$ cat config.mk
export PLATFORM = sky130hd
export DESIGN_NAME = varlen_to_utf8_transcoder_core
export DESIGN_NICKNAME = d
export VERILOG_FILES = /design/src/sv/vlu8_pkg.sv /design/src/sv/vlu8_front.sv /design/src/sv/vlu8_queue.sv /design/src/sv/vlu8_back.sv /design/src/sv/varlen_to_utf8_transcoder_core.sv
export SDC_FILE = /design/constraint.sdc
export NUM_CORES = 1
export LEC_CHECK = 0
export BUFFER_PORTS_ARGS = -buffer_cell sky130_fd_sc_hd__buf_4
export CAP_MARGIN = 30
export CORE_MARGIN = 5
export CORE_UTILIZATION = 61
export CTS_CLUSTER_SIZE = 30
export DETAILED_ROUTE_END_ITERATION = 10
export HOLD_SLACK_MARGIN = 0.12
export PLACE_DENSITY_LB_ADDON = 0.2
export SYNTH_ARGS = -nofsm -noshare
export SYNTH_HDL_FRONTEND = slang
export SYNTH_SLANG_ARGS = --single-unit
$ cat constraint.sdc
create_clock -name clk -period 4.4 [get_ports clk]
set_clock_uncertainty 0.2 [all_clocks]
set_input_delay 0.66 -clock clk [delete_from_list [all_inputs] [get_ports clk]]
set_output_delay 0.66 -clock clk [all_outputs]
set_load 0.02 [all_outputs]
$ cat src/sv/vlu8_pkg.sv
// Package with shared types and constants of the variable-length to UTF-8 transcoder.
`default_nettype none
package vlu8_pkg;

  // Widths of the held partial value and of a finished code point.
  localparam int PV_W = 14;
  localparam int CP_W = 23;

  typedef logic [CP_W-1:0] cp_t;
  typedef logic [PV_W-1:0] pv_t;

  // A finished character on its way from the front to the queue.
  typedef struct packed {
    logic valid;
    cp_t  cp;
  } char_msg_t;

  // Code point biases of the two- and three-byte forms.
  localparam cp_t TWO_BYTE_BIAS   = CP_W'(128);
  localparam cp_t THREE_BYTE_BIAS = CP_W'((1 << 14) + 128);

  // Upper bounds of the one-, two- and three-byte UTF-8 forms.
  localparam cp_t LIMIT_1 = CP_W'(128);
  localparam cp_t LIMIT_2 = CP_W'(1 << 11);
  localparam cp_t LIMIT_3 = CP_W'(1 << 16);

  // UTF-8 lead and continuation markers.
  localparam logic [7:0] LEAD_2 = 8'd192;
  localparam logic [7:0] LEAD_3 = 8'd224;
  localparam logic [7:0] LEAD_4 = 8'd240;
  localparam logic [7:0] CONT   = 8'd128;

  // Bytes seen of the character being gathered.
  localparam logic [1:0] SEEN_NONE = 2'd0;
  localparam logic [1:0] SEEN_ONE  = 2'd1;
  localparam logic [1:0] SEEN_TWO  = 2'd2;

  // UTF-8 length of a character, coded as byte count minus one.
  localparam logic [1:0] LEN_1 = 2'd0;
  localparam logic [1:0] LEN_2 = 2'd1;
  localparam logic [1:0] LEN_3 = 2'd2;
  localparam logic [1:0] LEN_4 = 2'd3;

  // Default depth of the character queue between front and back.
  localparam int QUEUE_DEPTH_DEF = 4;

endpackage
`default_nettype wire

$ cat src/sv/vlu8_front.sv
// Front end: gathers input bytes into characters and forms their code points.
`default_nettype none
module vlu8_front
  import vlu8_pkg::*;
(
  input  wire logic      clk,
  input  wire logic      rst,
  input  wire logic      accept,
  input  wire logic [7:0] in_byte,
  output char_msg_t      char_msg
);

  pv_t        partial_value;
  pv_t        partial_value_next;
  logic [1:0] bytes_seen;
  logic [1:0] bytes_seen_next;
  pv_t        pv_joined;

  always_comb begin
    pv_joined          = {in_byte[6:0], partial_value[6:0]};
    partial_value_next = '0;
    bytes_seen_next    = SEEN_NONE;
    char_msg.valid     = 1'b0;
    char_msg.cp        = '0;
    case (bytes_seen)
      SEEN_ONE: begin
        if (in_byte[7]) begin
          partial_value_next = pv_joined;
          bytes_seen_next    = SEEN_TWO;
        end else begin
          char_msg.valid = 1'b1;
          char_msg.cp    = CP_W'(pv_joined) + TWO_BYTE_BIAS;
        end
      end
      SEEN_TWO: begin
        char_msg.valid = 1'b1;
        char_msg.cp    = CP_W'(partial_value) + CP_W'({in_byte, {PV_W{1'b0}}})
                         + THREE_BYTE_BIAS;
      end
      default: begin
        // A stray count of three is handled as the start of a new character.
        if (in_byte[7]) begin
          partial_value_next = PV_W'(in_byte[6:0]);
          bytes_seen_next    = SEEN_ONE;
        end else begin
          char_msg.valid = 1'b1;
          char_msg.cp    = CP_W'(in_byte);
        end
      end
    endcase
  end

  always_ff @(posedge clk) begin
    if (rst) begin
      partial_value <= '0;
      bytes_seen    <= SEEN_NONE;
    end else if (accept) begin
      partial_value <= partial_value_next;
      bytes_seen    <= bytes_seen_next;
    end
  end

endmodule
`default_nettype wire

$ cat src/sv/vlu8_queue.sv
// Short queue of finished code points between the front and the back end.
`default_nettype none
module vlu8_queue
  import vlu8_pkg::*;
#(
  parameter int DEPTH = QUEUE_DEPTH_DEF
) (
  input  wire logic clk,
  input  wire logic rst,
  input  wire logic wr_en,
  input  wire cp_t  wr_data,
  input  wire logic rd_en,
  output cp_t       rd_data,
  output logic      full,
  output logic      empty
);

  localparam int PTR_W = (DEPTH > 1) ? $clog2(DEPTH) : 1;
  localparam int CNT_W = $clog2(DEPTH + 1);
  localparam logic [PTR_W-1:0] LAST_PTR = PTR_W'(DEPTH - 1);
  localparam logic [CNT_W-1:0] FULL_CNT = CNT_W'(DEPTH);

  cp_t              mem [DEPTH];
  logic [PTR_W-1:0] wr_ptr;
  logic [PTR_W-1:0] rd_ptr;
  logic [CNT_W-1:0] count;
  logic             do_wr;
  logic             do_rd;

  assign full    = (count == FULL_CNT);
  assign empty   = (count == '0);
  assign do_wr   = wr_en && !full;
  assign do_rd   = rd_en && !empty;
  assign rd_data = mem[rd_ptr];

  always_ff @(posedge clk) begin
    if (do_wr) begin
      mem[wr_ptr] <= wr_data;
    end
  end

  always_ff @(posedge clk) begin
    if (rst) begin
      wr_ptr <= '0;
      rd_ptr <= '0;
      count  <= '0;
    end else begin
      if (do_wr) begin
        wr_ptr <= (wr_ptr == LAST_PTR) ? '0 : wr_ptr + 1'b1;
      end
      if (do_rd) begin
        rd_ptr <= (rd_ptr == LAST_PTR) ? '0 : rd_ptr + 1'b1;
      end
      if (do_wr && !do_rd) begin
        count <= count + 1'b1;
      end else if (do_rd && !do_wr) begin
        count <= count - 1'b1;
      end
    end
  end

endmodule
`default_nettype wire

$ cat src/sv/vlu8_back.sv
// Back end: splits one code point at a time into its UTF-8 bytes.
`default_nettype none
module vlu8_back
  import vlu8_pkg::*;
(
  input  wire logic       clk,
  input  wire logic       rst,
  input  wire logic       q_empty,
  input  wire cp_t        q_data,
  output logic            q_pop,
  output logic            empty,
  input  wire logic       pop,
  output logic [7:0]      out_byte,
  output logic            char_done
);

  logic       active;
  cp_t        cur_cp;
  logic [1:0] cur_len;
  logic [1:0] cur_idx;
  logic [1:0] rem;
  logic [1:0] load_len;
  logic       take;

  assign empty     = !active;
  assign char_done = (cur_idx == cur_len);
  assign rem       = cur_len - cur_idx;
  assign take      = pop && active;
  assign q_pop     = !q_empty && (!active || (take && char_done));

  always_comb begin
    if (q_data < LIMIT_1) begin
      load_len = LEN_1;
    end else if (q_data < LIMIT_2) begin
      load_len = LEN_2;
    end else if (q_data < LIMIT_3) begin
      load_len = LEN_3;
    end else begin
      load_len = LEN_4;
    end
  end

  always_comb begin
    if (cur_idx == 2'd0) begin
      case (cur_len)
        LEN_1:   out_byte = cur_cp[7:0];
        LEN_2:   out_byte = LEAD_2 | {3'd0, cur_cp[10:6]};
        LEN_3:   out_byte = LEAD_3 | {4'd0, cur_cp[15:12]};
        default: out_byte = LEAD_4 | {3'd0, cur_cp[22:18]};
      endcase
    end else begin
      case (rem)
        2'd0:    out_byte = CONT | {2'd0, cur_cp[5:0]};
        2'd1:    out_byte = CONT | {2'd0, cur_cp[11:6]};
        default: out_byte = CONT | {2'd0, cur_cp[17:12]};
      endcase
    end
  end

  always_ff @(posedge clk) begin
    if (q_pop) begin
      cur_cp  <= q_data;
      cur_len <= load_len;
    end
  end

  always_ff @(posedge clk) begin
    if (rst) begin
      active  <= 1'b0;
      cur_idx <= '0;
    end else if (q_pop) begin
      active  <= 1'b1;
      cur_idx <= '0;
    end else if (take) begin
      if (char_done) begin
        active <= 1'b0;
      end else begin
        cur_idx <= cur_idx + 1'b1;
      end
    end
  end

endmodule
`default_nettype wire

$ cat src/sv/varlen_to_utf8_transcoder_core.sv
// Top level of the variable-length character code to UTF-8 transcoder.
`default_nettype none
// The block takes a stream of one- to three-byte character codes, one byte
// per item on the input queue port, and gives the UTF-8 form of each
// character, one byte per item on the result queue port, with char_done high
// on the last byte of every character. An input item is taken in any cycle in
// which full is low, so bytes may arrive back to back; a character that is not
// yet complete produces nothing, and one left unfinished is held until more
// bytes come or reset discards it. The front end gathers the bytes and forms
// the code point in the cycle the last byte arrives, then writes it into a
// queue of QUEUE_DEPTH characters. The back end reads one character at a time
// and shows one UTF-8 byte per cycle while pop is high, moving to the next
// character in the cycle after its last byte is taken. A character therefore
// yields one to four result bytes in the back end, and that emitter sets the
// sustained rate: it is lowest for two-byte characters that grow into three
// UTF-8 bytes, next lowest for three-byte characters that grow into four-byte
// UTF-8 output, and plain ASCII gives one result byte per input byte. The
// first result byte of a character passes through the queue and then the
// back end's character registers before it appears, even when both are idle.
// full rises only when the queue is full; in that case the input waits even
// for a byte that would not finish a character.
module varlen_to_utf8_transcoder_core
  import vlu8_pkg::*;
#(
  parameter int QUEUE_DEPTH = QUEUE_DEPTH_DEF
) (
  input  wire logic       clk,
  input  wire logic       rst,
  input  wire logic       push,
  output logic            full,
  input  wire logic [7:0] in_byte,
  output logic            empty,
  input  wire logic       pop,
  output logic [7:0]      out_byte,
  output logic            char_done
);

  logic      in_accept;
  char_msg_t char_msg;
  cp_t       q_data;
  logic      q_pop;
  logic      q_empty;

  // The front end only moves when the queue can take a character.
  assign in_accept = push && !full;

  vlu8_front u_front (
    .clk      (clk),
    .rst      (rst),
    .accept   (in_accept),
    .in_byte  (in_byte),
    .char_msg (char_msg)
  );

  vlu8_queue #(
    .DEPTH (QUEUE_DEPTH)
  ) u_queue (
    .clk     (clk),
    .rst     (rst),
    .wr_en   (in_accept && char_msg.valid),
    .wr_data (char_msg.cp),
    .rd_en   (q_pop),
    .rd_data (q_data),
    .full    (full),
    .empty   (q_empty)
  );

  vlu8_back u_back (
    .clk       (clk),
    .rst       (rst),
    .q_empty   (q_empty),
    .q_data    (q_data),
    .q_pop     (q_pop),
    .empty     (empty),
    .pop       (pop),
    .out_byte  (out_byte),
    .char_done (char_done)
  );

endmodule
`default_nettype wire

# [Yosys cells after proc, flatten, opt, wreduce, memory -nomap -nowiden]
# Memory sizes are Yosys's and may differ from the RTL's. A register that Yosys moved wholly into a read port is not among the register bits.
# Index checks and enable logic that the tools add are counted.
[word_totals] ff_bits=50 elab_cells=87 latchBits=0 romBits=0 mem_bits_rw=92 memories=1 output_inout_bits=11 in_bits=12
[op_classes] n_addsub=9 n_lt_le_gt_ge=3 reduce_logical=27 n_mul=0 n_eq_ne=10 muxes=25 n_shift=0 bitwise=1 div_mod_pow=0
[mem_list] memory="u_queue.mem" depth=4 word_bits=23 rd=1 rd_ports_with_merged_regs=1 wr=1 line="vlu8_queue.sv:23" source="cp_t mem [DEPTH];"
[op_table] cell="24-bit 2-to-1 mux" n=2
[op_table] cell="24-bit one-hot mux with 2 select lines" n=1
[op_table] cell="14-bit one-hot mux with 2 select lines" n=1
[op_table] cell="8-bit one-hot mux with 3 select lines" n=1
[op_table] cell="14-bit by 22-bit adder with 23-bit output" n=1
[op_table] cell="23-bit by 15-bit adder with 23-bit output (second input constant)" n=1
[op_table] cell="23-bit by 12-bit < comparator with 1-bit output (second input constant)" n=1
[op_table] cell="23-bit by 17-bit < comparator with 1-bit output (second input constant)" n=1
[op_table] cell="23-bit by 8-bit < comparator with 1-bit output (second input constant)" n=1
[op_table] cell="14-bit by 8-bit adder with 15-bit output (second input constant)" n=1
[op_table] cell="14-bit 2-to-1 mux" n=1
[op_table] cell="6-bit one-hot mux with 2 select lines" n=1
[op_table] cell="2-bit 2-to-1 mux" n=5
[op_table] cell="1-bit logical AND" n=9
[op_table] cell="2-bit equality test (second input constant)" n=4
[op_table] cell="1-bit 2-to-1 mux" n=8
[op_table] cell="8-bit 2-to-1 mux" n=1
[op_table] cell="7-bit 2-to-1 mux" n=1
[op_table] cell="2-bit by 1-bit adder with 2-bit output (second input constant)" n=3
[op_table] cell="2-bit by 1-bit equality test with 1-bit output (second input constant)" n=3
[op_table] cell="2-bit zero test" n=3
[op_table] cell="3-bit 2-to-1 mux" n=2
[op_table] cell="2-bit AND reduction" n=3
[op_table] cell="2-bit nonzero test" n=3
[op_table] cell="12 further kinds" n=17

# [Logic depth before layout (Yosys ltp)]
[depth] depth_word=9 mapped_depth=12

# [By module]
# A second synthesis with hierarchy kept.
[hier_totals] cells_unflattened=450 hier_area_um2=6447.4
[modules_own_cells] module="vlu8_queue" area_each_um2=3803.6 cells_per_inst=170 n_inst=1
[modules_own_cells] module="vlu8_back" area_each_um2=1392.6 cells_per_inst=111 n_inst=1
[modules_own_cells] module="vlu8_front" area_each_um2=1236.2 cells_per_inst=167 n_inst=1
[modules_own_cells] module="varlen_to_utf8_transcoder_core" area_each_um2=15.0 cells_per_inst=2 n_inst=1

# [Worst setup path before layout]
# OpenSTA, ideal clock, no wires.
[synth_path] path_type="register to register" start="reg u_back.cur_len[1]" end="reg u_queue.count[2]" n_path_buf=0 period_less_slack_ps=3419 path_slack_ps=981 required_time_ps=4129 arrival_time_ps=3149 stages_incl_launch_ff=11 path_cell_list="edfxtp_1 xnor2_1 a31oi_1 nor2_1 inv_1 ha_1 inv_1 fa_1 xor2_1 or3_1 a21oi_1"
[synth_between] elab_chain_len=8
[synth_lines] item="start, declared" line="vlu8_back.sv:19" source="logic [1:0] cur_len;"
[synth_lines] item="start signal, assigned" line="vlu8_back.sv:63" source="cur_len <= load_len;"
[synth_lines] item="2-bit equality test *" line="vlu8_back.sv:26" source="assign char_done = (cur_idx == cur_len);"
[synth_lines] item="1-bit logical AND *" line="vlu8_back.sv:29" source="assign q_pop = !q_empty && (!active || (take && char_done));"
[synth_lines] item="1-bit logical OR *" line="vlu8_back.sv:29"
[synth_lines] item="1-bit logical AND *" line="vlu8_back.sv:29"
[synth_lines] item="net q_pop" line="varlen_to_utf8_transcoder_core.sv:41" source="logic q_pop;"
[synth_lines] item="1-bit logical AND *" line="vlu8_queue.sv:33" source="assign do_rd = rd_en && !empty;"
[synth_lines] item="1-bit zero test" line="vlu8_queue.sv:54" source="if (do_wr && !do_rd) begin"
[synth_lines] item="1-bit logical AND" line="vlu8_queue.sv:54"
[synth_lines] item="3-bit 2-to-1 mux or 2-bit nonzero test (tied branches)"
[synth_lines] item="end signal, assigned" line="vlu8_queue.sv:55" source="count <= count + 1'b1;"
[synth_lines] item="end signal, assigned" line="vlu8_queue.sv:57" source="count <= count - 1'b1;"
[synth_lines] item="end, declared" line="vlu8_queue.sv:26" source="logic [CNT_W-1:0] count;"
# The timed path passes the listed nets; every way through them passes the cells marked *.
# A chain may end at the register's enable or synchronous reset.

# [Worst setup path in the final report]
[layout_path] start="reg u_back.cur_len[1]" end="out out_byte[3]"
[layout_between] elab_chain_len=4
[layout_lines] item="2-bit subtractor" line="vlu8_back.sv:27" source="assign rem = cur_len - cur_idx;"
[layout_lines] item="2-bit by 1-bit equality test with 1-bit output or 2-bit zero test (tied branches)" line="vlu8_back.sv:52" source="case (rem)"
[layout_lines] item="6-bit one-hot mux with 2 select lines" line="vlu8_back.sv:52"
[layout_lines] item="8-bit 2-to-1 mux *" line="vlu8_back.sv:44" source="if (cur_idx == 2'd0) begin"
[layout_lines] item="end, declared" line="varlen_to_utf8_transcoder_core.sv:34" source="output logic [7:0] out_byte,"
# Every way passes the cells marked *; elsewhere a longest branch is shown, timed or not.

==> run metrics <==
final worst path period share=0.7875; vias in the first global route=3920; CTS H-tree lvls=4; All-Layer GR Usage=0.2136; Final Max Tran Viols=0; Slew headroom=0.4495; final setup TNS=0 ns; worst r2r src=u_front.bytes_seen[0]; # clock sinks=144; Setup crit start=u_back.cur_len[1]; Worst-Margin Slew=0.8194 ns; fin nets=515; grt ovf=0; M2 GR Usage=0.3614; core area=10280 um^2; Hold WS=0.2605 ns; first-pass GRT wire length=20510 um; clk buf depth=2; commonest non-fill, non-tap cell in the layout=edfxtp_1; Starting Density=0.6248; Post-Place Cell Area=6693 um^2; clock-pin slew on the worst setup and hold paths=0.06 ns; r2r endpoint=u_queue.count[2]; gr busiest metal=met2; Final Power=4379 uW; post-route ant nets=0; Synth cell types=49; Critical Path End Type=output pin; CTS tree=yes; CP required=3.54 ns; met3 global-route usage=0.06307; Worst-Skew Late Latency=0.52 ns; Inserted Clock Buffers=17; CP Launch Type=register; Routed WL=12620 um; CP endpoint=out_byte[3]; hold buffer count at cts=0; # rows=37; post-cts resize count=0; Seq/Total Area, Yosys=0.6298; post-synthesis area per instance=13.90 um^2; GP Congestion=0.9150; Hold Violations, Final=0; top post-synthesis cells by area=edfxtp_1, dfxtp_1, mux4_2; Post-Layout Inst Area=7388 um^2; antenna fix cells=0; layout cell share with drive strength beyond 1=0.1667; post-CTS setup buffers=0; Post-synth ARST share=0; initial DRC count=341; status=complete, no violations; crit path max fanout=6; grt met1 use=0.2613; Register-to-Register Path Depth=10; worst min path class=register to register; antenna violations before repair=0; post-synth net total=492; drt wl/cell=19.90 um; Layout area overhead=15.06%; I/O pins=23; pin count of the biggest net entering global routing=27; Vias per Instance=6.162; max_cap viols=0; synthesized area=6421 um^2; final setup fails=0; DP HPWL=8393 um; cell count after synthesis=462; worst-case vdd ir drop=0.2492 mV; P per Cell Area=592.7 nW/um^2; Synth area leader=edfxtp_1; # DRC=0; post-synth top area share=0.5425; root buffer cell=clkbuf_8; crit path DAT=2.60 ns; post-route minimum period=3.465 ns; total die area=12680 um^2; die width=112.6 um; IO Port Bufs=22; RSZ-0062 raised after global routing=false; R2R setup slack=1.00 ns; die height=112.6 um; drt first pass iters=7; Vias=3907; Main synth FF type=edfxtp_1; most frequent cells in the layout=edfxtp_1, nand2_1, buf_4; Final WS setup=0.9352 ns; f_max=288.6 MHz; Seq cells post-synth=144; leak pwr=0.002579 uW; EDFF count, synth=116; Fill cells=677; critical path class=register to output pin; warnings from Yosys=0; pre-CTS setup slack=1.088 ns
## sequential cells by signal, indices dropped and copies added, names as in the netlist, named ones only
signal,flops
u_back.cur_idx,2
u_front.bytes_seen,2
u_back.cur_len,2
u_queue.rd_ptr,2
u_queue.count,3
u_back.active,1
u_back.cur_cp,22
u_front.partial_value,14
u_queue.mem,92
u_queue.wr_ptr,2
## how the worst min path moves through the flow
stage / slack [ns] / start / cells after the start / end
floorplan: 0.23 / u_front.partial_value[6] / 2 / u_front.partial_value[6]
global placement: 0.24 / u_front.partial_value[1] / 2 / u_front.partial_value[1]
detailed placement: 0.24 / u_front.partial_value[1] / 2 / u_front.partial_value[1]
CTS: 0.24 / in_byte[7] / 3 / u_front.bytes_seen[0]
global route: 0.23 / in_byte[7] / 3 / u_front.bytes_seen[0]
finish: 0.26 / u_front.partial_value[1] / 2 / u_front.partial_value[1]
## synth_stat cells (10+ instances only)
cell type and number:
edfxtp_1 116, nand2_1 39, dfxtp_1 28, a21oi_1 27, o21ai_0 23, inv_1 22
clkbuf_1 20, nor2_1 19, ha_1 17, nand3_1 16, mux4_2 14, or3_1 11
mux2i_1 10
## layer usage
metal  up-vias  share of wire
li1       1816              -
met1      1925           0.41
met2       143           0.51
met3        23          0.056
met4         0          0.022
met5         -              0
## through the flow
step,util,std cells
final,0.7189,634
after global routing,0.7189,634
after CTS,0.7189,634
after detailed placement,0.6512,602
after global placement,0.6512,602
after floorplan,-,462
## report_power, final
group / internal, uW / switching, uW
clock: 1070 / 514
sequential: 1740 / 115
combinational: 406 / 534
## critical path, cell delays in order, from the launching register on
cell and delay (ns):
edfxtp_1 0.45, xnor2_1 0.42, xor2_1 0.68, mux2i_1 0.27
o21ai_0 0.09, buf_4 0.18
## cell type report
| class | count | area, um^2 | area share |
|---|---|---|---|
| inverters | 22 | 82.58 | 0.01118 |
| clock buffers | 28 | 623.1 | 0.08434 |
| flip-flops and latches | 144 | 4044 | 0.5473 |
| well taps | 136 | 170.2 | 0.02303 |
| repair buffers | 29 | 217.7 | 0.02947 |
| multi-input cells | 271 | 2178 | 0.2948 |
| clock inverters | 4 | 72.57 | 0.009822 |
## logic make-up (layout without fill, tap and decap cells)
group,count (synthesis),in the layout,share of synthesized area
compound gates,85,85,0.08476
fa+ha+maj,18,18,0.03624
flops,144,144,0.6298
xor+xnor,13,13,0.01773
mux,39,39,0.1120
buf+inv,47,83,0.03137
simple gates,116,116,0.08808
Note: power is estimated with default switching activity, not from simulation.
